--- src/sv/mtlf_pkg.sv ---
// ============================================================================
// Motion-triggered LED fader package
// Shared types, register codes and reset values for the fader core.
// ============================================================================
package mtlf_pkg;

    localparam int unsigned DUTY_W     = 8;
    localparam int unsigned STEP_W     = 8;
    localparam int unsigned OVF_CNT_W  = 12;
    localparam int unsigned CFG_IDX_W  = 3;
    localparam int unsigned CFG_DATA_W = 12;

    // Configuration register indexes.
    typedef enum logic [CFG_IDX_W-1:0] {
        CFG_SLOW_STEP    = 3'd0,
        CFG_MID_STEP     = 3'd1,
        CFG_FAST_STEP    = 3'd2,
        CFG_FIRST_BREAK  = 3'd3,
        CFG_SECOND_BREAK = 3'd4,
        CFG_FADEOUT_STEP = 3'd5,
        CFG_HOLD_LIMIT   = 3'd6
    } cfg_index_t;

    // Reset values of the configuration registers.
    localparam logic [STEP_W-1:0]    SLOW_STEP_RST    = 8'd50;
    localparam logic [STEP_W-1:0]    MID_STEP_RST     = 8'd5;
    localparam logic [STEP_W-1:0]    FAST_STEP_RST    = 8'd2;
    localparam logic [DUTY_W-1:0]    FIRST_BREAK_RST  = 8'd20;
    localparam logic [DUTY_W-1:0]    SECOND_BREAK_RST = 8'd150;
    localparam logic [STEP_W-1:0]    FADEOUT_STEP_RST = 8'd5;
    localparam logic [OVF_CNT_W-1:0] HOLD_LIMIT_RST   = 12'd3000;

    // Duty values at the ends of the ramps.
    localparam logic [DUTY_W-1:0] DUTY_FULL       = 8'd255;
    localparam logic [DUTY_W-1:0] DUTY_FADE_START = 8'd254;
    localparam logic [DUTY_W-1:0] DUTY_OFF        = 8'd0;

    typedef enum logic [1:0] {
        PH_IDLE    = 2'd0,
        PH_FADEIN  = 2'd1,
        PH_HOLD    = 2'd2,
        PH_FADEOUT = 2'd3
    } phase_t;

    typedef struct packed {
        logic [STEP_W-1:0]    slow_step_ms;
        logic [STEP_W-1:0]    mid_step_ms;
        logic [STEP_W-1:0]    fast_step_ms;
        logic [DUTY_W-1:0]    first_break;
        logic [DUTY_W-1:0]    second_break;
        logic [STEP_W-1:0]    fadeout_step_ms;
        logic [OVF_CNT_W-1:0] hold_limit;
    } cfg_t;

    typedef struct packed {
        logic ms_tick;
        logic overflow_tick;
        logic sensor_trigger;
    } event_t;

    typedef struct packed {
        logic [DUTY_W-1:0] duty;
        logic [1:0]        phase;
        logic              running;
    } status_t;

endpackage

--- src/sv/mtlf_stream_if.sv ---
// ============================================================================
// Fader stream interface
// Valid/ready channel that carries one payload word per request.
// ============================================================================
interface mtlf_stream_if #(
    parameter type payload_t = logic
);
    logic     valid;
    logic     ready;
    payload_t payload;

    modport source (output valid, output payload, input ready);
    modport sink (input valid, input payload, output ready);
endinterface

--- src/sv/motion_triggered_led_fader_core.sv ---
// ============================================================================
// Motion-triggered LED fader core
// Event-driven fade sequencer that turns tick and sensor events into a duty.
// ============================================================================
// Each request on the items channel carries a millisecond tick, a timer
// overflow tick and a sensor trigger, and produces exactly one request on the
// results channel with the PWM duty, the sequencer phase and the run flag.
// A trigger sets the run flag and restarts the hold counter; overflow ticks
// count toward hold_limit, after which the run flag clears. The sequencer
// fades the duty up through three configurable step rates, holds at full
// brightness while the run flag stays set, then fades down at one configurable rate.
// The core takes one request every clock cycle while the skid entry is
// empty: all of the work for a request is a single pass of short logic on
// the state registers, and the result is registered in the result register.
// A two-entry output buffer (result register plus skid register) keeps
// items flowing when the results side stalls, the skid register taking the
// result; items stall only once both entries are full. Configuration writes
// take effect at once and should be issued only while no request is in flight.
// ============================================================================
module motion_triggered_led_fader_core (
    input  logic                            clk,
    input  logic                            rst_n,
    input  logic                            cfg_wr_en,
    input  logic [mtlf_pkg::CFG_IDX_W-1:0]  cfg_index,
    input  logic [mtlf_pkg::CFG_DATA_W-1:0] cfg_wr_data,
    mtlf_stream_if.sink                     items,
    mtlf_stream_if.source                   results
);

    // Configuration registers.
    mtlf_pkg::cfg_t cfg_reg;

    // Sequencer state.
    logic                                run_reg;
    logic                                run_next;
    logic [mtlf_pkg::OVF_CNT_W-1:0]      ovf_cnt_reg;
    logic [mtlf_pkg::OVF_CNT_W-1:0]      ovf_cnt_next;
    mtlf_pkg::phase_t                    phase_reg;
    mtlf_pkg::phase_t                    phase_next;
    logic [mtlf_pkg::DUTY_W-1:0]         duty_reg;
    logic [mtlf_pkg::DUTY_W-1:0]         duty_next;
    logic [mtlf_pkg::STEP_W-1:0]         ms_cnt_reg;
    logic [mtlf_pkg::STEP_W-1:0]         ms_cnt_next;

    // Output buffer: the result register and a skid entry behind it.
    mtlf_pkg::status_t                   out_reg;
    logic                                out_valid_reg;
    mtlf_pkg::status_t                   skid_reg;
    logic                                skid_valid_reg;

    mtlf_pkg::event_t                    ev;
    mtlf_pkg::status_t                   status_new;
    logic                                accept;
    logic                                out_free;

    assign ev       = items.payload;
    assign out_free = !out_valid_reg || results.ready;

    // Items are taken as long as the skid entry is empty.
    assign items.ready   = !skid_valid_reg;
    assign accept        = items.valid && !skid_valid_reg;
    assign results.valid = out_valid_reg;
    assign results.payload = out_reg;

    // ------------------------------------------------------------------------
    // Configuration writes. Unknown indexes are ignored.
    // ------------------------------------------------------------------------
    always_ff @(posedge clk or negedge rst_n)
    begin
        if (!rst_n)
        begin
            cfg_reg.slow_step_ms    <= mtlf_pkg::SLOW_STEP_RST;
            cfg_reg.mid_step_ms     <= mtlf_pkg::MID_STEP_RST;
            cfg_reg.fast_step_ms    <= mtlf_pkg::FAST_STEP_RST;
            cfg_reg.first_break     <= mtlf_pkg::FIRST_BREAK_RST;
            cfg_reg.second_break    <= mtlf_pkg::SECOND_BREAK_RST;
            cfg_reg.fadeout_step_ms <= mtlf_pkg::FADEOUT_STEP_RST;
            cfg_reg.hold_limit      <= mtlf_pkg::HOLD_LIMIT_RST;
        end
        else if (cfg_wr_en)
        begin
            unique case (cfg_index)
                mtlf_pkg::CFG_SLOW_STEP:    cfg_reg.slow_step_ms    <= cfg_wr_data[7:0];
                mtlf_pkg::CFG_MID_STEP:     cfg_reg.mid_step_ms     <= cfg_wr_data[7:0];
                mtlf_pkg::CFG_FAST_STEP:    cfg_reg.fast_step_ms    <= cfg_wr_data[7:0];
                mtlf_pkg::CFG_FIRST_BREAK:  cfg_reg.first_break     <= cfg_wr_data[7:0];
                mtlf_pkg::CFG_SECOND_BREAK: cfg_reg.second_break    <= cfg_wr_data[7:0];
                mtlf_pkg::CFG_FADEOUT_STEP: cfg_reg.fadeout_step_ms <= cfg_wr_data[7:0];
                mtlf_pkg::CFG_HOLD_LIMIT:   cfg_reg.hold_limit      <= cfg_wr_data;
                default:
                begin
                end
            endcase
        end
    end

    // ------------------------------------------------------------------------
    // Next-state logic. Events are applied in the order overflow, trigger,
    // millisecond tick; phase changes that follow directly from the run flag
    // (idle to fade-in, hold to fade-out) are applied both before and after
    // the millisecond step so that transitions chain within one request.
    // ------------------------------------------------------------------------
    always_comb
    begin
        logic [mtlf_pkg::OVF_CNT_W-1:0] cnt_inc;
        logic [mtlf_pkg::STEP_W-1:0]    ms_inc;
        logic [mtlf_pkg::STEP_W-1:0]    step_len;
        logic                           run_v;
        logic [mtlf_pkg::OVF_CNT_W-1:0] cnt_v;
        mtlf_pkg::phase_t               ph_v;
        logic [mtlf_pkg::DUTY_W-1:0]    duty_v;
        logic [mtlf_pkg::STEP_W-1:0]    ms_v;

        run_v  = run_reg;
        cnt_v  = ovf_cnt_reg;
        ph_v   = phase_reg;
        duty_v = duty_reg;
        ms_v   = ms_cnt_reg;

        // Hold counter wraps at its width, so a limit below the count is
        // only met after the wrap.
        cnt_inc = ovf_cnt_reg + 1'b1;
        if (ev.overflow_tick)
        begin
            cnt_v = cnt_inc;
            if (cnt_inc == cfg_reg.hold_limit)
            begin
                run_v = 1'b0;
                cnt_v = '0;
            end
        end
        if (ev.sensor_trigger)
        begin
            run_v = 1'b1;
            cnt_v = '0;
        end

        // First settle.
        if (ph_v == mtlf_pkg::PH_IDLE && run_v)
        begin
            ph_v   = mtlf_pkg::PH_FADEIN;
            duty_v = mtlf_pkg::DUTY_OFF;
            ms_v   = '0;
        end
        if (ph_v == mtlf_pkg::PH_HOLD && !run_v)
        begin
            ph_v   = mtlf_pkg::PH_FADEOUT;
            duty_v = mtlf_pkg::DUTY_FADE_START;
            ms_v   = '0;
        end

        // Step length for the current duty; out-of-order breakpoints simply
        // fall through the comparisons.
        priority if (duty_v < cfg_reg.first_break)
            step_len = cfg_reg.slow_step_ms;
        else if (duty_v < cfg_reg.second_break)
            step_len = cfg_reg.mid_step_ms;
        else
            step_len = cfg_reg.fast_step_ms;

        // The ms counter wraps at its width; a step of zero acts like a step of
        // one, since every incremented count meets it.
        ms_inc = ms_v + 1'b1;
        if (ev.ms_tick)
        begin
            if (ph_v == mtlf_pkg::PH_FADEIN)
            begin
                ms_v = ms_inc;
                if (ms_inc >= step_len)
                begin
                    ms_v   = '0;
                    duty_v = duty_v + 1'b1;
                    if (duty_v == mtlf_pkg::DUTY_FULL)
                    begin
                        ph_v = mtlf_pkg::PH_HOLD;
                    end
                end
            end
            else if (ph_v == mtlf_pkg::PH_FADEOUT)
            begin
                ms_v = ms_inc;
                if (ms_inc >= cfg_reg.fadeout_step_ms)
                begin
                    ms_v = '0;
                    if (duty_v == mtlf_pkg::DUTY_OFF)
                    begin
                        ph_v = mtlf_pkg::PH_IDLE;
                    end
                    else
                    begin
                        duty_v = duty_v - 1'b1;
                    end
                end
            end
        end

        // Second settle; it changes nothing when no ms step was taken.
        if (ph_v == mtlf_pkg::PH_IDLE && run_v)
        begin
            ph_v   = mtlf_pkg::PH_FADEIN;
            duty_v = mtlf_pkg::DUTY_OFF;
            ms_v   = '0;
        end
        if (ph_v == mtlf_pkg::PH_HOLD && !run_v)
        begin
            ph_v   = mtlf_pkg::PH_FADEOUT;
            duty_v = mtlf_pkg::DUTY_FADE_START;
            ms_v   = '0;
        end

        run_next     = run_v;
        ovf_cnt_next = cnt_v;
        phase_next   = ph_v;
        duty_next    = duty_v;
        ms_cnt_next  = ms_v;
    end

    // Result word for the request being accepted.
    always_comb
    begin
        status_new.duty    = duty_next;
        status_new.phase   = phase_next;
        status_new.running = run_next;
    end

    // ------------------------------------------------------------------------
    // State registers advance only on an accepted request.
    // ------------------------------------------------------------------------
    always_ff @(posedge clk or negedge rst_n)
    begin
        if (!rst_n)
        begin
            run_reg     <= 1'b0;
            ovf_cnt_reg <= '0;
            phase_reg   <= mtlf_pkg::PH_IDLE;
            duty_reg    <= '0;
            ms_cnt_reg  <= '0;
        end
        else if (accept)
        begin
            run_reg     <= run_next;
            ovf_cnt_reg <= ovf_cnt_next;
            phase_reg   <= phase_next;
            duty_reg    <= duty_next;
            ms_cnt_reg  <= ms_cnt_next;
        end
    end

    // ------------------------------------------------------------------------
    // Output buffer control. The skid entry always holds the younger result,
    // so it moves into the result register before anything new does.
    // ------------------------------------------------------------------------
    always_ff @(posedge clk or negedge rst_n)
    begin
        if (!rst_n)
        begin
            out_valid_reg  <= 1'b0;
            skid_valid_reg <= 1'b0;
        end
        else if (out_free)
        begin
            if (skid_valid_reg)
            begin
                out_valid_reg  <= 1'b1;
                skid_valid_reg <= 1'b0;
            end
            else
            begin
                out_valid_reg <= accept;
            end
        end
        else if (accept)
        begin
            skid_valid_reg <= 1'b1;
        end
    end

    always_ff @(posedge clk)
    begin
        if (out_free)
        begin
            if (skid_valid_reg)
            begin
                out_reg <= skid_reg;
            end
            else if (accept)
            begin
                out_reg <= status_new;
            end
        end
        else if (accept)
        begin
            skid_reg <= status_new;
        end
    end

endmodule
--- src/flat_wrapper.sv ---
// flat-port wrapper written by rule: the top's interface ports become plain ports
module motion_triggered_led_fader_core_flat 
  (clk, rst_n, cfg_wr_en, cfg_index, cfg_wr_data, items_valid, items_payload, items_ready, results_valid, results_payload, results_ready);
  mtlf_stream_if items_i ();
  mtlf_stream_if results_i ();
  input  logic clk;
  input  logic rst_n;
  input  logic cfg_wr_en;
  input  logic [mtlf_pkg::CFG_IDX_W-1:0] cfg_index;
  input  logic [mtlf_pkg::CFG_DATA_W-1:0] cfg_wr_data;
  input wire logic [$bits(items_i.valid)-1:0] items_valid;
  input wire logic [$bits(items_i.payload)-1:0] items_payload;
  output wire logic [$bits(items_i.ready)-1:0] items_ready;
  output wire logic [$bits(results_i.valid)-1:0] results_valid;
  output wire logic [$bits(results_i.payload)-1:0] results_payload;
  input wire logic [$bits(results_i.ready)-1:0] results_ready;
  assign items_i.valid = items_valid;
  assign items_i.payload = items_payload;
  assign items_ready = items_i.ready;
  assign results_valid = results_i.valid;
  assign results_payload = results_i.payload;
  assign results_i.ready = results_ready;
  motion_triggered_led_fader_core u_core (.clk(clk), .rst_n(rst_n), .cfg_wr_en(cfg_wr_en), .cfg_index(cfg_index), .cfg_wr_data(cfg_wr_data), .items(items_i), .results(results_i));
endmodule
--- config.mk ---
export PLATFORM = sky130hd
export DESIGN_NAME = motion_triggered_led_fader_core_flat
export DESIGN_NICKNAME = d
export VERILOG_FILES = /design/src/sv/mtlf_pkg.sv /design/src/sv/mtlf_stream_if.sv /design/src/sv/motion_triggered_led_fader_core.sv /design/src/flat_wrapper.sv
export SDC_FILE = /design/constraint.sdc
export NUM_CORES = 1
export LEC_CHECK = 0
export BUFFER_PORTS_ARGS = -buffer_cell sky130_fd_sc_hd__clkbuf_2
export CAP_MARGIN = 20
export CORE_AREA = 2 2 39 41
export DETAILED_ROUTE_END_ITERATION = 8
export DIE_AREA = 0 0 41 43
export PLACE_DENSITY_LB_ADDON = 0.15
export SLEW_MARGIN = 10
export SYNTH_ARGS = -nofsm -noshare
export SYNTH_HDL_FRONTEND = slang
export SYNTH_SLANG_ARGS = --single-unit
--- constraint.sdc ---
create_clock -name clk -period 1.5 [get_ports clk]
set_clock_uncertainty 0.15 [all_clocks]
set_input_delay 0.075 -clock clk [delete_from_list [all_inputs] [get_ports clk]]
set_output_delay 0.075 -clock clk [all_outputs]
set_load 0.01 [all_outputs]
Word-level counts from Yosys, hierarchy flattened
Index checks and enable logic that the tools add are counted.
{"block": "op_classes", "muxes": 6, "bitwise": 1, "n_reduce_logical": 8}
{"operator": "two-way mux 1 bit", "n": 6}
{"operator": "AND reduction 2 bit", "n": 2}
{"operator": "nonzero test 2 bit", "n": 2}
{"operator": "logical NOT 1 bit", "n": 2}
{"operator": "logical AND 1 bit", "n": 1}
{"operator": "logical OR 1 bit", "n": 1}
{"operator": "NOT 1 bit", "n": 1}
{"block": "word_totals", "ff_bits": 5, "inputBits": 21, "output_inout_bits": 3, "word_cells": 20}

Depth between registers and ports, before layout
{"block": "logic_depth", "depth_word": 4, "ltp_mapped": 2, "mapped_depth_nobuf": 2}

Worst setup path before layout
Ideal clock, no wire load.
{"block": "synth_path", "path_kind": "reg2reg", "startpoint": "register u_core.run_reg", "endpoint": "register u_core.out_reg (netlist bit u_core.results.payload) (data pin)", "setup_ns": 0.260, "t_arrival_ns": 0.814, "required_ns": 1.090, "slack_ns": 0.276, "path_stages_with_launch": 3, "path_buffers": 0, "period_less_slack_ns": 1.224, "path_cell_list": "dfrtp_1 or2_4 mux2_4"}
{"block": "synth_between", "elab_chain_len": 3}
{"element": "start, declared", "line_no": "motion_triggered_led_fader_core.sv:34", "rtl": "logic run_reg;"}
{"element": "start signal, assigned", "line_no": "motion_triggered_led_fader_core.sv:241", "rtl": "run_reg <= run_next;"}
{"element": "two-way mux 1 bit", "line_no": "motion_triggered_led_fader_core.sv:132", "rtl": "if (ev.sensor_trigger)"}
{"element": "named net u_core.run_next", "line_no": "motion_triggered_led_fader_core.sv:35", "rtl": "logic run_next;"}
{"element": "two-way mux 1 bit", "line_no": "motion_triggered_led_fader_core.sv:286", "rtl": "else if (accept)"}
{"element": "two-way mux 1 bit", "line_no": "motion_triggered_led_fader_core.sv:282", "rtl": "if (skid_valid_reg)"}
{"element": "end signal, assigned", "line_no": "motion_triggered_led_fader_core.sv:284", "rtl": "out_reg <= skid_reg;"}
{"element": "end signal, assigned", "line_no": "motion_triggered_led_fader_core.sv:288", "rtl": "out_reg <= status_new;"}
{"element": "end, declared", "line_no": "motion_triggered_led_fader_core.sv:46", "rtl": "mtlf_pkg::status_t out_reg;"}
The timed path passes the listed nets, and every way through them passes these cells. The select of a mux whose other input is x is not followed.
A chain may end at the register's enable or synchronous reset.

Final worst setup path
{"block": "layout_path", "startpoint": "input items_payload", "endpoint": "register u_core.out_reg (netlist bit u_core.results.payload) (data pin)"}
{"block": "layout_between", "elab_chain_len": 3}
{"element": "start, declared", "line_no": "flat_wrapper.sv:12", "rtl": "input wire logic [$bits(items_i.payload)-1:0] items_payload;"}
{"element": "two-way mux 1 bit", "line_no": "motion_triggered_led_fader_core.sv:132"}
{"element": "named net u_core.run_next", "line_no": "motion_triggered_led_fader_core.sv:35"}
{"element": "two-way mux 1 bit", "line_no": "motion_triggered_led_fader_core.sv:286"}
{"element": "two-way mux 1 bit", "line_no": "motion_triggered_led_fader_core.sv:282"}
The timed path passes the listed nets, and every way through them passes these cells. The select of a mux whose other input is x is not followed.

==> impl_metrics.ini <==
[outcome]
status = finished, final reports clean

[final_layout]
stdcell_area_um2 = 315
fin_util_pct = 22.8
fin_nets = 51
layout-drive-gt1-share_pct = 44.8
antennaDiodeCount = 0
area_growth_pct = 54.6

[grt]
use_met3_pct = 7.85
gr-total-overflow = 0
grt_use_total_pct = 6.45
antenna_found_initial = 0
top_usage_layer = met2
grtUsageMet1_pct = 5.52
grt_max_degree = 5
grt_pass1_vias = 174
grt_pass1_wl_um = 655
use_met2_pct = 8.13

[floorplanning]
ios = 24
die_w_um = 41
core_area_mm2 = 0.00138
num_rows = 14
start_util_pct = 14.7
die-area_mm2 = 0.00176
chipHeight_um = 43

[critical_path]
worstSetupEndpointType = flip-flop
crit_arrival_ns = 1.21
r2r_slack_ns = 0.25
critPathLaunchType = input port
cp_max_fo = 2
r2r_end = u_core.results.payload$_DFFE_PP_
worst_path_max_delay_cell = dlygate4sd3_1
timing.rr.start = u_core.run_reg$_DFFE_PN0P_
critical_path_class = in2reg
crit_chain = dlygate4sd3_1, clkbuf_2, or2_4, mux2_4
worst-endpoint-required_ns = 1.33
rr_worst_depth = 2
slowest_delay_ns = 0.53

[logic_synthesis]
synth_cells = 15
synth.net_count = 36
ys_ff_latch = 5
postSynthAreaPerCell_um2 = 13.6
synth.cell_area_um2 = 204
yosysSeqAreaShare_pct = 66.3
synth_cell_types = 11
ys_warn_count = 0

[place]
place_congestion = 0.726
port_buffers = 7
postPlaceCellArea_um2 = 259

[route]
route.vias.total = 153
drt_wl_total_um = 375
drc = 0
ant_nets = 0
via_per_inst = 3.40
wl_per_cell_um = 8.33
first_pass_iters = 2
drt_iter0_markers = 4

[cts]
clock_latency_ns = 0.24
cts_setup_buffers = 0
cts_resized = 0
clk_pin_slew_ns = 0.04
clock_path_buffers = 2
htree_levels = 1
numCtsBuffers = 3
cts.sinks = 5
cts_tree = done
clock-root-buffer = clkbuf_4

[flow_run]
cap_violations = 0

[pwr]
powerDensity_mw_per_mm2 = 1070
finalPower_w = 0.000336
peakVddDrop_mv = 0.513
power_leakage_nw = 0.128

[timing]
finalCritPeriodShare_pct = 91.7
period_needed_ns = 1.38
rsz0062_at_grt = false
finalSetupViolations = 0
max_freq_mhz = 727
fin_hold_ws_ns = 0.0221
hold_viol = 0
slew_headroom_pct = 85.6
tightest_slew_ns = 0.215
drv_slew = 0
fin_tns_setup_ns = 0

[min_path]
hp-class = in2reg
hold_path_depth = 3
hold_path_end = u_core.results.valid$_DFFE_PN0P_
hold_start = results_ready
==> cells in the mapped netlist, drive strengths merged <==
library cell / n / share of area (%)
nand2b: 1 / 3.1
or2: 1 / 4.3
nand2: 1 / 1.8
dfrtp: 3 / 37
edfxtp: 2 / 29
nor2: 2 / 3.7
inv: 1 / 1.8
mux2: 1 / 7.4
nor3b: 1 / 3.7
o21a: 1 / 3.7
a31o: 1 / 4.3
==> metrics by stage <==
| stage | worst slack [ns] | std cells |
|---|---|---|
| 4_1_cts | 0.130 | 45 |
| 5_1_grt | 0.120 | 45 |
| 3_5_place_dp | 0.259 | 38 |
| 3_3_place_gp | 0.262 | 38 |
| 6_report | 0.124 | 45 |
| 2_1_floorplan | 0.276 | 15 |
==> routing by layer <==
layer | vias up | part of all wire, %
li1 | 79 | -
met1 | 70 | 39
met2 | 4 | 52
met3 | 0 | 8.0
met4 | 0 | 0
met5 | - | 0
==> what timing repair did <==
item,CTS,global route
hold buffers,3,0
endpoints found under the hold margin,7,0
setup endpoints to repair,0,0
==> cell usage in the layout (no fill, tap or decap) <==
master and instances:
o21a_1 1, edfxtp_1 2, clkbuf_1 1, nor3b_1 1
nand2b_1 1, inv_2 1, a31o_1 1, or2_4 1
mux2_4 1, dlygate4sd3_1 3, clkbuf_2 7, nor2_1 2
nand2_1 1, clkbuf_4 3, dfrtp_1 3
==> final cells by class <==
class,instances,area (µm²)
fillers,158,1070
inverters,1,3.75
flip-flops and latches,5,135
clock buffers,4,26.3
multi-input cells,9,65.1
well taps,16,20.0
repair buffers,10,65.1
==> report_power, final <==
| part | leakage [nW] | internal [W] | switching [W] |
|---|---|---|---|
| Sequential | 0.0444 | 0.000147 | 0.00000321 |
| Combinational | 0.0689 | 0.0000173 | 0.0000164 |
| Clock | 0.0150 | 0.000100 | 0.0000514 |
==> cells by family (layout without fill, tap and decap cells) <==
group,after synthesis,in the layout,share of synthesized area [%]
AND/OR/NAND/NOR,6,6,16.6
flip-flops,5,5,66.3
buffers and inverters,1,15,1.84
multiplexers,1,1,7.36
AO/OA/AOI/OAI,2,2,7.98
==> worst max path at each step <==
stage,to,cells after the start,from,slack [ns]
2_1_floorplan,u_core.results.payload$_DFFE_PP_,2,u_core.run_reg$_DFFE_PN0P_,0.28
3_3_place_gp,u_core.results.payload$_DFFE_PP_,2,u_core.run_reg$_DFFE_PN0P_,0.26
3_5_place_dp,u_core.results.payload$_DFFE_PP_,2,u_core.run_reg$_DFFE_PN0P_,0.26
4_1_cts,u_core.results.payload$_DFFE_PP_,4,items_payload,0.13
5_1_grt,u_core.results.payload$_DFFE_PP_,4,items_payload,0.12
6_report,u_core.results.payload$_DFFE_PP_,4,items_payload,0.12
==> critical path: cells and delay by family <==
| kind | cells | cell delay (ns) |
|---|---|---|
| simple gates | 1 | 0.24 |
| mux | 1 | 0.25 |
| buf+inv | 2 | 0.64 |
(Power assumes the default switching activity.)
